**config.mk**
```make
export PLATFORM = sky130hd
export DESIGN_NAME = key_press_event_detector_flat
export DESIGN_NICKNAME = d
export VERILOG_FILES = /design/src/hdl/kped_pkg.sv /design/src/hdl/kped_intf.sv /design/src/hdl/kped_cfg_regs.sv /design/src/hdl/kped_engine.sv /design/src/hdl/key_press_event_detector.sv /design/src/flat_wrapper.sv
export SDC_FILE = /design/constraint.sdc
export NUM_CORES = 1
export LEC_CHECK = 0
export BUFFER_PORTS_ARGS = -buffer_cell sky130_fd_sc_hd__clkbuf_2
export CORE_MARGIN = 2
export CORE_UTILIZATION = 55
export DETAILED_ROUTE_END_ITERATION = 10
export HOLD_SLACK_MARGIN = 0.12
export PLACE_DENSITY = 0.84
export SLEW_MARGIN = 25
export SYNTH_ARGS = -nofsm -noshare
export SYNTH_HDL_FRONTEND = slang
export SYNTH_SLANG_ARGS = --single-unit
export TNS_END_PERCENT = 30
```
**constraint.sdc**
```tcl
create_clock -name clk -period 4.4 [get_ports clk]
set_input_delay 0.44 -clock clk [delete_from_list [all_inputs] [get_ports clk]]
set_output_delay 0.44 -clock clk [all_outputs]
set_load 0.005 [all_outputs]
```
**src/hdl/kped_pkg.sv**
```systemverilog
// Shared types, register map, reset values and event codes of the key press event detector.
`default_nettype none

package kped_pkg;

  localparam int CFG_W = 16;
  localparam int CFG_IDX_W = 4;
  localparam int KEY_W = 3;
  localparam int HELD_W = 4;
  localparam int CODE_W = 3;
  localparam int KEY_COUNT = 8;
  localparam int TIMER_BITS_DEF = 16;

  localparam logic [HELD_W-1:0] KEY_EMPTY = 4'd15;

  localparam logic [CFG_IDX_W-1:0] REG_SCAN_PERIOD = 4'd0;
  localparam logic [CFG_IDX_W-1:0] REG_DEBOUNCE_TIME = 4'd1;
  localparam logic [CFG_IDX_W-1:0] REG_LONG_PRESS_TIME = 4'd2;
  localparam logic [CFG_IDX_W-1:0] REG_HOLD_REPEAT_TIME = 4'd3;

  localparam logic [CFG_W-1:0] SCAN_PERIOD_RST = 16'd10;
  localparam logic [CFG_W-1:0] DEBOUNCE_TIME_RST = 16'd20;
  localparam logic [CFG_W-1:0] LONG_PRESS_TIME_RST = 16'd1000;
  localparam logic [CFG_W-1:0] HOLD_REPEAT_TIME_RST = 16'd200;

  localparam logic [CODE_W-1:0] EV_NONE = 3'd0;
  localparam logic [CODE_W-1:0] EV_PRESSED = 3'd1;
  localparam logic [CODE_W-1:0] EV_RELEASED = 3'd2;
  localparam logic [CODE_W-1:0] EV_LONG_PRESSED = 3'd3;
  localparam logic [CODE_W-1:0] EV_LONG_RELEASED = 3'd4;
  localparam logic [CODE_W-1:0] EV_HOLD = 3'd5;

  typedef struct packed {
    logic [CFG_W-1:0] scan_period;
    logic [CFG_W-1:0] debounce_time;
    logic [CFG_W-1:0] long_press_time;
    logic [CFG_W-1:0] hold_repeat_time;
  } kped_cfg_t;

  typedef struct packed {
    logic [CODE_W-1:0] code;
    logic [KEY_W-1:0]  key;
  } kped_event_t;

endpackage

`default_nettype wire

```
**src/hdl/kped_intf.sv**
```systemverilog
// Channel interfaces: key tick requests, event results and register writes.
`default_nettype none

interface kped_in_if
  import kped_pkg::*;
  ();
  logic             valid;
  logic             ready;
  logic             key_active;
  logic [KEY_W-1:0] key_number;

  modport source (output valid, output key_active, output key_number, input ready);
  modport sink (input valid, input key_active, input key_number, output ready);
endinterface

interface kped_out_if
  import kped_pkg::*;
  ();
  logic              valid;
  logic              ready;
  logic [CODE_W-1:0] event_code;
  logic [KEY_W-1:0]  event_key;

  modport source (output valid, output event_code, output event_key, input ready);
  modport sink (input valid, input event_code, input event_key, output ready);
endinterface

interface kped_cfg_if
  import kped_pkg::*;
  ();
  logic                 valid;
  logic                 ready;
  logic [CFG_IDX_W-1:0] index;
  logic [CFG_W-1:0]     data;

  modport source (output valid, output index, output data, input ready);
  modport sink (input valid, input index, input data, output ready);
endinterface

`default_nettype wire

```
**src/hdl/kped_cfg_regs.sv**
```systemverilog
// Configuration register file of the key press event detector.
`default_nettype none

module kped_cfg_regs
  import kped_pkg::*;
(
  input  wire logic  clk,
  input  wire logic  rst,
  kped_cfg_if.sink   cfg,
  output kped_cfg_t  regs
);

  assign cfg.ready = 1'b1;

  always_ff @(posedge clk) begin
    if (rst) begin
      regs.scan_period      <= SCAN_PERIOD_RST;
      regs.debounce_time    <= DEBOUNCE_TIME_RST;
      regs.long_press_time  <= LONG_PRESS_TIME_RST;
      regs.hold_repeat_time <= HOLD_REPEAT_TIME_RST;
    end else if (cfg.valid) begin
      // drop writes to unmapped indexes
      unique case (cfg.index)
        REG_SCAN_PERIOD:      regs.scan_period      <= cfg.data;
        REG_DEBOUNCE_TIME:    regs.debounce_time    <= cfg.data;
        REG_LONG_PRESS_TIME:  regs.long_press_time  <= cfg.data;
        REG_HOLD_REPEAT_TIME: regs.hold_repeat_time <= cfg.data;
        default: ;
      endcase
    end
  end

endmodule

`default_nettype wire

```
**src/hdl/kped_engine.sv**
```systemverilog
// Scan timer, wait timer and press state machine; one tick per cycle while tick is high.
`default_nettype none

module kped_engine
  import kped_pkg::*;
#(
  parameter int TIMER_BITS = TIMER_BITS_DEF
) (
  input  wire logic             clk,
  input  wire logic             rst,
  input  wire logic             tick,
  input  wire logic             key_active,
  input  wire logic [KEY_W-1:0] key_number,
  input  kped_cfg_t             regs,
  output kped_event_t           result
);

  localparam logic [1:0] ST_IDLE = 2'd0;
  localparam logic [1:0] ST_DEBOUNCE = 2'd1;
  localparam logic [1:0] ST_PRESSED = 2'd2;
  localparam logic [1:0] ST_LONG = 2'd3;

  // saturate a register value to the timer range
  function automatic logic [TIMER_BITS-1:0] clamp_time(input logic [CFG_W-1:0] v);
    logic [CFG_W+TIMER_BITS-1:0] w;
    w = {{TIMER_BITS{1'b0}}, v};
    if (|w[CFG_W+TIMER_BITS-1:TIMER_BITS]) begin
      return '1;
    end
    return w[TIMER_BITS-1:0];
  endfunction

  logic [1:0]            state;
  logic [1:0]            state_next;
  logic [HELD_W-1:0]     held_key;
  logic [HELD_W-1:0]     held_key_next;
  logic [TIMER_BITS-1:0] scan_counter;
  logic [TIMER_BITS-1:0] scan_counter_next;
  logic [TIMER_BITS-1:0] wait_counter;
  logic [TIMER_BITS-1:0] wait_counter_next;

  logic [TIMER_BITS-1:0] wait_dec;
  logic [TIMER_BITS-1:0] scan_inc;
  logic [TIMER_BITS-1:0] scan_limit;
  logic [TIMER_BITS-1:0] debounce_t;
  logic [TIMER_BITS-1:0] long_t;
  logic [TIMER_BITS-1:0] hold_t;
  logic                  do_scan;
  logic                  key_ok;
  logic [HELD_W-1:0]     sample;

  assign scan_limit = clamp_time(regs.scan_period);
  assign debounce_t = clamp_time(regs.debounce_time);
  assign long_t     = clamp_time(regs.long_press_time);
  assign hold_t     = clamp_time(regs.hold_repeat_time);

  assign wait_dec = (wait_counter != '0) ? wait_counter - 1'b1 : wait_counter;
  assign scan_inc = (scan_counter != '1) ? scan_counter + 1'b1 : scan_counter;
  assign do_scan  = (scan_inc >= scan_limit);

  assign key_ok = key_active && ({2'b00, key_number} < 5'(KEY_COUNT));
  assign sample = key_ok ? {1'b0, key_number} : KEY_EMPTY;

  always_comb begin
    state_next        = state;
    held_key_next     = held_key;
    wait_counter_next = wait_dec;
    scan_counter_next = scan_inc;
    result.code       = EV_NONE;
    result.key        = '0;
    if (do_scan) begin
      scan_counter_next = '0;
      unique case (state)
        ST_IDLE: begin
          if (sample != KEY_EMPTY) begin
            held_key_next = sample;
            // zero debounce time reports the press on this same scan
            if (debounce_t == '0) begin
              wait_counter_next = long_t;
              state_next        = ST_PRESSED;
              result.code       = EV_PRESSED;
              result.key        = sample[KEY_W-1:0];
            end else begin
              wait_counter_next = debounce_t;
              state_next        = ST_DEBOUNCE;
            end
          end
        end
        ST_DEBOUNCE: begin
          if (held_key != sample) begin
            held_key_next = KEY_EMPTY;
            state_next    = ST_IDLE;
          end else if (wait_dec == '0) begin
            wait_counter_next = long_t;
            state_next        = ST_PRESSED;
            result.code       = EV_PRESSED;
            result.key        = held_key[KEY_W-1:0];
          end
        end
        ST_PRESSED: begin
          if (held_key != sample) begin
            state_next  = ST_IDLE;
            result.code = EV_RELEASED;
            result.key  = held_key[KEY_W-1:0];
          end else if (wait_dec == '0) begin
            wait_counter_next = hold_t;
            state_next        = ST_LONG;
            result.code       = EV_LONG_PRESSED;
            result.key        = held_key[KEY_W-1:0];
          end
        end
        ST_LONG: begin
          if (held_key != sample) begin
            state_next    = ST_IDLE;
            held_key_next = KEY_EMPTY;
            result.code   = EV_LONG_RELEASED;
            result.key    = held_key[KEY_W-1:0];
          end else if (wait_dec == '0) begin
            wait_counter_next = hold_t;
            result.code       = EV_HOLD;
            result.key        = held_key[KEY_W-1:0];
          end
        end
        default: ;
      endcase
    end
  end

  always_ff @(posedge clk) begin
    if (rst) begin
      state        <= ST_IDLE;
      held_key     <= KEY_EMPTY;
      scan_counter <= '0;
      wait_counter <= '0;
    end else if (tick) begin
      state        <= state_next;
      held_key     <= held_key_next;
      scan_counter <= scan_counter_next;
      wait_counter <= wait_counter_next;
    end
  end

  a_held_key_set: assert property (@(posedge clk) disable iff (rst)
    (state == ST_DEBOUNCE || state == ST_PRESSED || state == ST_LONG) |->
      held_key != KEY_EMPTY)
    else $error("held key empty outside idle");

  a_scan_clears: assert property (@(posedge clk) disable iff (rst)
    tick && do_scan |=> scan_counter == '0)
    else $error("scan counter not cleared after sample");

  a_press_enters: assert property (@(posedge clk) disable iff (rst)
    tick && result.code == EV_PRESSED |=> state == ST_PRESSED && wait_counter == $past(long_t))
    else $error("press event without entering pressed state");

  a_no_event_off_scan: assert property (@(posedge clk) disable iff (rst)
    !do_scan |-> result.code == EV_NONE)
    else $error("event reported on a tick without sample");

endmodule

`default_nettype wire

```
**src/hdl/key_press_event_detector.sv**
```systemverilog
// Top level of the key press event detector: input stage, engine and result register.
//
// Usage:
//   key_in    - one request per timebase tick: key_active and key_number.
//               A key_number of KEY_COUNT or more counts as no key.
//   event_out - one result per request: event_code (0 none, 1 pressed,
//               2 released, 3 long pressed, 4 long released, 5 hold repeat)
//               and event_key. With no event, event_key is zero.
//   cfg       - register writes (0 scan_period, 1 debounce_time,
//               2 long_press_time, 3 hold_repeat_time), always ready.
//               Write only while no request is in flight.
// Timing:
//   A request is registered in the input stage and is evaluated against
//   the state machine as it moves into the result register, which drives
//   event_out. One request per cycle is sustained while event_out is ready;
//   the only state loop is the state/timer register update.
// Reset (rst, synchronous): registers take their default values, the state
//   machine goes idle, both timers clear and both stages empty.
// Stall: while event_out is not ready the result holds and the input stage
//   fills; key_in.ready drops only when both stages are full.
`default_nettype none

module key_press_event_detector
  import kped_pkg::*;
#(
  parameter int TIMER_BITS = TIMER_BITS_DEF
) (
  input  wire logic   clk,
  input  wire logic   rst,
  kped_in_if.sink     key_in,
  kped_out_if.source  event_out,
  kped_cfg_if.sink    cfg
);

  kped_cfg_t        regs;
  kped_event_t      result;

  logic             stage_valid;
  logic             stage_active;
  logic [KEY_W-1:0] stage_number;
  logic             out_free;
  logic             tick;

  kped_cfg_regs u_cfg_regs (
    .clk  (clk),
    .rst  (rst),
    .cfg  (cfg),
    .regs (regs)
  );

  // advance the staged request whenever the result register can take it
  assign out_free     = !event_out.valid || event_out.ready;
  assign tick         = stage_valid && out_free;
  assign key_in.ready = !stage_valid || out_free;

  always_ff @(posedge clk) begin
    if (rst) begin
      stage_valid <= 1'b0;
    end else if (key_in.ready) begin
      stage_valid <= key_in.valid;
    end
  end

  always_ff @(posedge clk) begin
    if (key_in.ready && key_in.valid) begin
      stage_active <= key_in.key_active;
      stage_number <= key_in.key_number;
    end
  end

  kped_engine #(
    .TIMER_BITS (TIMER_BITS)
  ) u_engine (
    .clk        (clk),
    .rst        (rst),
    .tick       (tick),
    .key_active (stage_active),
    .key_number (stage_number),
    .regs       (regs),
    .result     (result)
  );

  // hold the result until taken; load a new one on every tick
  always_ff @(posedge clk) begin
    if (rst) begin
      event_out.valid <= 1'b0;
    end else if (tick) begin
      event_out.valid <= 1'b1;
    end else if (event_out.ready) begin
      event_out.valid <= 1'b0;
    end
  end

  always_ff @(posedge clk) begin
    if (tick) begin
      event_out.event_code <= result.code;
      event_out.event_key  <= result.key;
    end
  end

  a_no_drop: assert property (@(posedge clk) disable iff (rst)
    stage_valid && !out_free |=> stage_valid)
    else $error("staged request lost while result stalled");

  a_tick_fills_out: assert property (@(posedge clk) disable iff (rst)
    tick |=> event_out.valid)
    else $error("processed request produced no result");

  a_ready_when_free: assert property (@(posedge clk) disable iff (rst)
    !stage_valid |-> key_in.ready)
    else $error("input stalled with empty stage");

endmodule

`default_nettype wire

```
**src/flat_wrapper.sv**
```systemverilog
// flat-port wrapper written by rule: the top's interface ports become plain ports
module key_press_event_detector_flat import kped_pkg::*;
#(
  parameter int TIMER_BITS = TIMER_BITS_DEF
)
  (clk, rst, key_in_valid, key_in_key_active, key_in_key_number, key_in_ready, event_out_valid, event_out_event_code, event_out_event_key, event_out_ready, cfg_valid, cfg_index, cfg_data, cfg_ready);
  kped_in_if key_in_i ();
  kped_out_if event_out_i ();
  kped_cfg_if cfg_i ();
  input  wire logic clk;
  input  wire logic rst;
  input wire logic [$bits(key_in_i.valid)-1:0] key_in_valid;
  input wire logic [$bits(key_in_i.key_active)-1:0] key_in_key_active;
  input wire logic [$bits(key_in_i.key_number)-1:0] key_in_key_number;
  output wire logic [$bits(key_in_i.ready)-1:0] key_in_ready;
  output wire logic [$bits(event_out_i.valid)-1:0] event_out_valid;
  output wire logic [$bits(event_out_i.event_code)-1:0] event_out_event_code;
  output wire logic [$bits(event_out_i.event_key)-1:0] event_out_event_key;
  input wire logic [$bits(event_out_i.ready)-1:0] event_out_ready;
  input wire logic [$bits(cfg_i.valid)-1:0] cfg_valid;
  input wire logic [$bits(cfg_i.index)-1:0] cfg_index;
  input wire logic [$bits(cfg_i.data)-1:0] cfg_data;
  output wire logic [$bits(cfg_i.ready)-1:0] cfg_ready;
  assign key_in_i.valid = key_in_valid;
  assign key_in_i.key_active = key_in_key_active;
  assign key_in_i.key_number = key_in_key_number;
  assign key_in_ready = key_in_i.ready;
  assign event_out_valid = event_out_i.valid;
  assign event_out_event_code = event_out_i.event_code;
  assign event_out_event_key = event_out_i.event_key;
  assign event_out_i.ready = event_out_ready;
  assign cfg_i.valid = cfg_valid;
  assign cfg_i.index = cfg_index;
  assign cfg_i.data = cfg_data;
  assign cfg_ready = cfg_i.ready;
  key_press_event_detector #(.TIMER_BITS(TIMER_BITS)) u_core (.clk(clk), .rst(rst), .key_in(key_in_i), .event_out(event_out_i), .cfg(cfg_i));
endmodule
```
---- After elaboration in Yosys (flattened, before gate mapping) ----
Index checks and enable logic that the tools add are counted.
storage, ports and cells
  register bits after elaboration ......... 114
  word-level logic and storage cells ...... 86
cells by class
  add/sub/neg operators ................... 2
  order comparisons ....................... 1
  eq/ne operators ......................... 14
  muxes and demuxes ....................... 34
  reduce and logical (&&, ||, !) cells .... 21
operator list
  operator                 number
  $mux W16                 10
  $pmux W16 S3             1
  $logic_not A16 Y1        2
  $mux W4                  7
  $pmux W6 S4              1
  $add A16 B1 Y16 const B  1
  $ge A16 B16 Y1           1
  $ne A16 B16 Y1 const B   1
  $reduce_bool A16 Y1      1
  $sub A16 B1 Y16 const B  1
  $mux W2                  7
  $mux W6                  2
  $mux W5                  2
  $eq A4 B2 Y1 const B     2
  $pmux W2 S4              1
  $pmux W4 S2              1
  $reduce_and A2 Y1        4
  $ne A3 B3 Y1 const B     2
  $reduce_and A6 Y1        1
  $reduce_and A5 Y1        1
  $eq A2 B2 Y1 const B     2
  $eq A4 B1 Y1 const B     1
  $logic_not A4 Y1         1
  $ne A2 B2 Y1 const B     2
  other kinds (11)         17

---- Depth between registers and ports, before layout ----
  depth after elaboration ................. 7
  gate-level depth with buffers ........... 19

---- Cells and area by module ----
A second synthesis with hierarchy kept.
second synthesis, totals
  cells, all modules ...................... 759
  area, all modules ....................... 6525.0 um2
by module, submodules not included
  module                    times used  cells each  area each (um2)  sequential area each (um2)
  kped_engine               1           497         3524.6           760.7
  kped_cfg_regs             1           242         2596.2           1281.2
  key_press_event_detector  1           20          404.1            340.3

---- Worst setup path after synthesis ----
OpenSTA, ideal clock, no wires.
  path type ............................... flip-flop to flip-flop
  start ................................... reg u_core.u_engine.scan_counter[4]
  end ..................................... reg u_core.u_engine.state[1]
  setup time .............................. 0.112 ns
  arrival ................................. 4.083 ns
  setup slack ............................. 0.205 ns
  cell stages (with the launch flop) ...... 18
  period minus slack after synthesis ...... 4.195 ns
  cells stage by stage .................... dfxtp_1 -> nand3_1 -> or4_1 -> or3_1 -> clkbuf_1 -> nand3_1 -> nor3_1 -> xor2_1 -> ha_1 -> nand4_1 -> nor3b_1 -> o21ai_0 -> o21ai_1 -> and2_1 -> clkbuf_1 -> clkbuf_1 -> nor2_1 -> a2111oi_1
between the ends
  word-level cells in the longest chain between the ends .. 4
ends and longest elaborated chain
  what                                               RTL line            text
  start: declaration                                 kped_engine.sv:37   logic [TIMER_BITS-1:0] scan_counter;
  start signal: assignment                           kped_engine.sv:138  scan_counter <= scan_counter_next;
  $add A16 B1 Y16 or $ne A16 B16 Y1 (tied branches)  kped_engine.sv:58   assign scan_inc = (scan_counter != '1) ? scan_counter + 1'b1 : scan_counter;
  $mux W16 (*)                                       kped_engine.sv:58
  $ge A16 B16 Y1 (*)                                 kped_engine.sv:59   assign do_scan = (scan_inc >= scan_limit);
  $reduce_and A6 Y1 (no line) (*)                    -
  end signal: assignment                             kped_engine.sv:136  state <= state_next;
  end: declaration                                   kped_engine.sv:33   logic [1:0] state;
Mark *: on every way between the ends. The rest lies on a longest branch, timed or not.
A chain may end at the register's enable or synchronous reset.

---- Final worst setup path ----
  start ................................... reg u_core.u_engine.scan_counter[5]
  end ..................................... reg u_core.u_engine.wait_counter[10]
between the ends
  word-level cells in the longest chain between the ends .. 4
ends and longest elaborated chain
  what                                               RTL line            text
  $add A16 B1 Y16 or $ne A16 B16 Y1 (tied branches)  kped_engine.sv:58
  $mux W16 (*)                                       kped_engine.sv:58
  $ge A16 B16 Y1 (*)                                 kped_engine.sv:59
  $mux W16 (*)                                       kped_engine.sv:71   if (do_scan) begin
  end signal: assignment                             kped_engine.sv:139  wait_counter <= wait_counter_next;
  end: declaration                                   kped_engine.sv:39   logic [TIMER_BITS-1:0] wait_counter;
Marked as above.

==> impl_metrics.json <==
{
  "synth_area_per_cell_um2": 7.91,
  "initial_core_util": 0.558,
  "relSlewSlack": 0.306,
  "cp.arrival_ps": 4600,
  "fin_crit_sh": 0.979,
  "clockRootBuffer": "clkbuf_16",
  "clk_pin_slew_ps": 50,
  "p_int_uw": 2620,
  "seqPwrFrac": 0.294,
  "synth-async-reset-ratio": 0,
  "report.final.hold_viol_count": 0,
  "comb_power_share": 0.359,
  "hpwl_um": 11800,
  "period_minus_slack_ps": 4310,
  "end_kind": "flip-flop",
  "synth-main-ff-cell": "dfxtp_1",
  "p_per_area_nw_per_um2": 575,
  "drv_slew": 0,
  "place.gp.congestion": 0.892,
  "yosysTopAreaCell": "dfxtp_1",
  "vias_per_cell": 6.37,
  "final_core_util": 0.645,
  "diodes": 0,
  "dr.pass1.iters": 6,
  "insertion_delay_ps": 410,
  "grt_use_total": 0.287,
  "yosysUniqueCellTypes": 71,
  "min_path_type": "in2reg",
  "p_leak_uw": 0.00286,
  "grt_max_degree": 64,
  "start_kind": "flip-flop",
  "drc": 0,
  "ys_seq_area_frac": 0.379,
  "power_frac_clock": 0.347,
  "path_class": "reg2reg",
  "worst_pin_slew_ps": 1040,
  "via_count": 6206,
  "grt_pass1_wl_um": 28700,
  "die_w_um": 111,
  "synthCells": 795,
  "timing.hold.ws_ps": 205,
  "drv_cap": 0,
  "antenna_found_initial": 0,
  "p_sw_uw": 1560,
  "drt-total-wl_um": 17800,
  "syn_area_um2": 6290,
  "switching_share": 0.374,
  "mappedNetlistNets": 842,
  "ir_drop_uv": 360,
  "die_h_um": 111,
  "fin_nets": 866,
  "synth_edf_count": 10,
  "clock_skew_ps": 7.99,
  "row_count": 39,
  "ant_nets": 0,
  "synth-seq-cells": 114,
  "coreArea_um2": 11300,
  "synth_top_cell_area_share": 0.331,
  "yosysWarningCount": 0,
  "die_area_um2": 12300,
  "grt_pass1_vias": 5686,
  "required_ps": 4700,
  "path_max_fanout": 15,
  "wire_per_inst_um": 18.2,
  "overflow": 0,
  "drive_above_1_share": 0.137,
  "io_pins": 38,
  "cts_sinks": 114,
  "area_growth_pct": 15.7,
  "fmax_ghz": 0.232,
  "clock_path_buffers": 2,
  "status": "completed",
  "drtIter0Drc": 691,
  "cts_max_level": 4,
  "numCtsBuffers": 17,
  "numPortBuffers": 36,
  "tritoncts": "built",
  "cts_hold_buf": 0,
  "setup_viol": 0,
  "synth_area_leaders": "dfxtp_1 (33%), nand2_1 (7.9%), a21oi_1 (6.3%)"
}
[power groups by stage]
stage,clock network [µW],registers [µW],logic [µW]
2_1_floorplan,0,1190,1220
3_3_place_gp,0,1240,1460
3_5_place_dp,0,1240,1440
4_1_cts,1450,1220,1460
5_1_grt,1510,1240,1640
6_report,1450,1230,1500
[flip-flops by register name (all words and copies together) (netlist names)]
signal and cells:
u_core.u_engine.held_key 4, u_core.u_engine.wait_counter 16, u_core.event_out.event_key 3, u_core.stage_number 3, u_core.event_out.valid 1, u_core.u_cfg_regs.regs 64, u_core.stage_valid 1, u_core.event_out.event_code 3
u_core.u_engine.state 2, u_core.u_engine.scan_counter 16, u_core.stage_active 1
[cells in the mapped netlist (all sizes together) (5+ instances only)]
master	instances
or4	11
inv	31
xnor2	12
clkbuf	41
mux2i	15
nor4	17
nand2	133
or3	14
dfxtp	104
ha	18
nand2b	7
buf	9
a211o	10
nand3	27
a31oi	10
a22oi	10
a32oi	6
xor2	9
edfxtp	10
a32o	5
nor2	69
nor2b	7
and2	7
a21oi	79
nor3	15
o41ai	5
nand4	5
nand3b	15
and3	7
o21ai	24
[worst paths after layout]
path	cells past startpoint	to	from	slack, ps
worst max-delay path	16	u_core.u_engine.wait_counter[10]	u_core.u_engine.scan_counter[5]	90
worst max register to register	16	u_core.u_engine.wait_counter[10]	u_core.u_engine.scan_counter[5]	90
worst min register to register	2	u_core.u_cfg_regs.regs[59]	u_core.u_cfg_regs.regs[59]	460
worst min-delay path	1	u_core.stage_active	key_in_key_active	210
[repair_timing]
item	CTS	global route
buffers inserted	0	4
setup endpoints to repair	0	37
resized for setup	0	12
endpoints found under the hold margin	0	0
[metal layers]
metal,part of all wire,vias up,track usage
li1,-,2900,-
met1,0.40,2852,0.397
met2,0.47,403,0.449
met3,0.11,51,0.0623
met4,0.026,0,0.0942
met5,0,-,0
[through the flow]
step | std cells | area [µm²] | setup WS (ps) | setup TNS (ps) | power (µW)
5_1_grt | 975 | 7270 | -79.5 | -219 | 4390
6_report | 975 | 7270 | 94.5 | 0 | 4180
2_1_floorplan | 795 | 6290 | 205 | 0 | 2410
3_3_place_gp | 939 | 6560 | 364 | 0 | 2700
3_5_place_dp | 939 | 6570 | 182 | 0 | 2680
4_1_cts | 971 | 7200 | 22.5 | 0 | 4140
[cell usage in the layout, fill, tap and decap left out, types with 12 or more instances in the layout]
cell       count
a21oi_1       79
buf_4         18
clkbuf_16     18
clkbuf_2      35
dfxtp_1      103
ha_1          18
inv_1         31
mux2i_1       15
nand2_1      132
nand3_1       25
nand3b_1      15
nor2_1        66
nor3_1        12
nor4_1        16
o21ai_0       23
or3_1         14
xnor2_1       12
[layout make-up]
| type | count | area, µm² |
|---|---|---|
| clock buffers | 22 | 485 |
| clock inverters | 10 | 146 |
| fillers | 861 | 4000 |
| inverters | 32 | 120 |
| multi-input cells | 599 | 3620 |
| flip-flops and latches | 114 | 2380 |
| well taps | 143 | 179 |
| repair buffers | 55 | 342 |
[worst max-delay path: stages (launching register included)]
cell and delay, ps:
dfxtp_1 410, nand3_1 190, or4_4 570, or3_1 380, nand3_1 170, nor3_1 110, xor2_1 150, ha_1 350
a21oi_1 160, o21ai_0 130, a221oi_2 340, o21ai_2 160, and2_2 280, buf_12 160, a32oi_1 220, a21oi_1 100
a211o_1 290
[cell families (layout without fill, tap and decap cells)]
family,after synthesis,in the layout,synth area share
mux,17,17,0.0275
simple gates,351,351,0.276
flops,114,114,0.379
fa+ha+maj,18,18,0.0358
xor+xnor,21,21,0.0293
compound gates,191,191,0.198
other cells,1,1,0.000597
buf+inv,82,119,0.0537
Power figures use the tool's default switching activity.
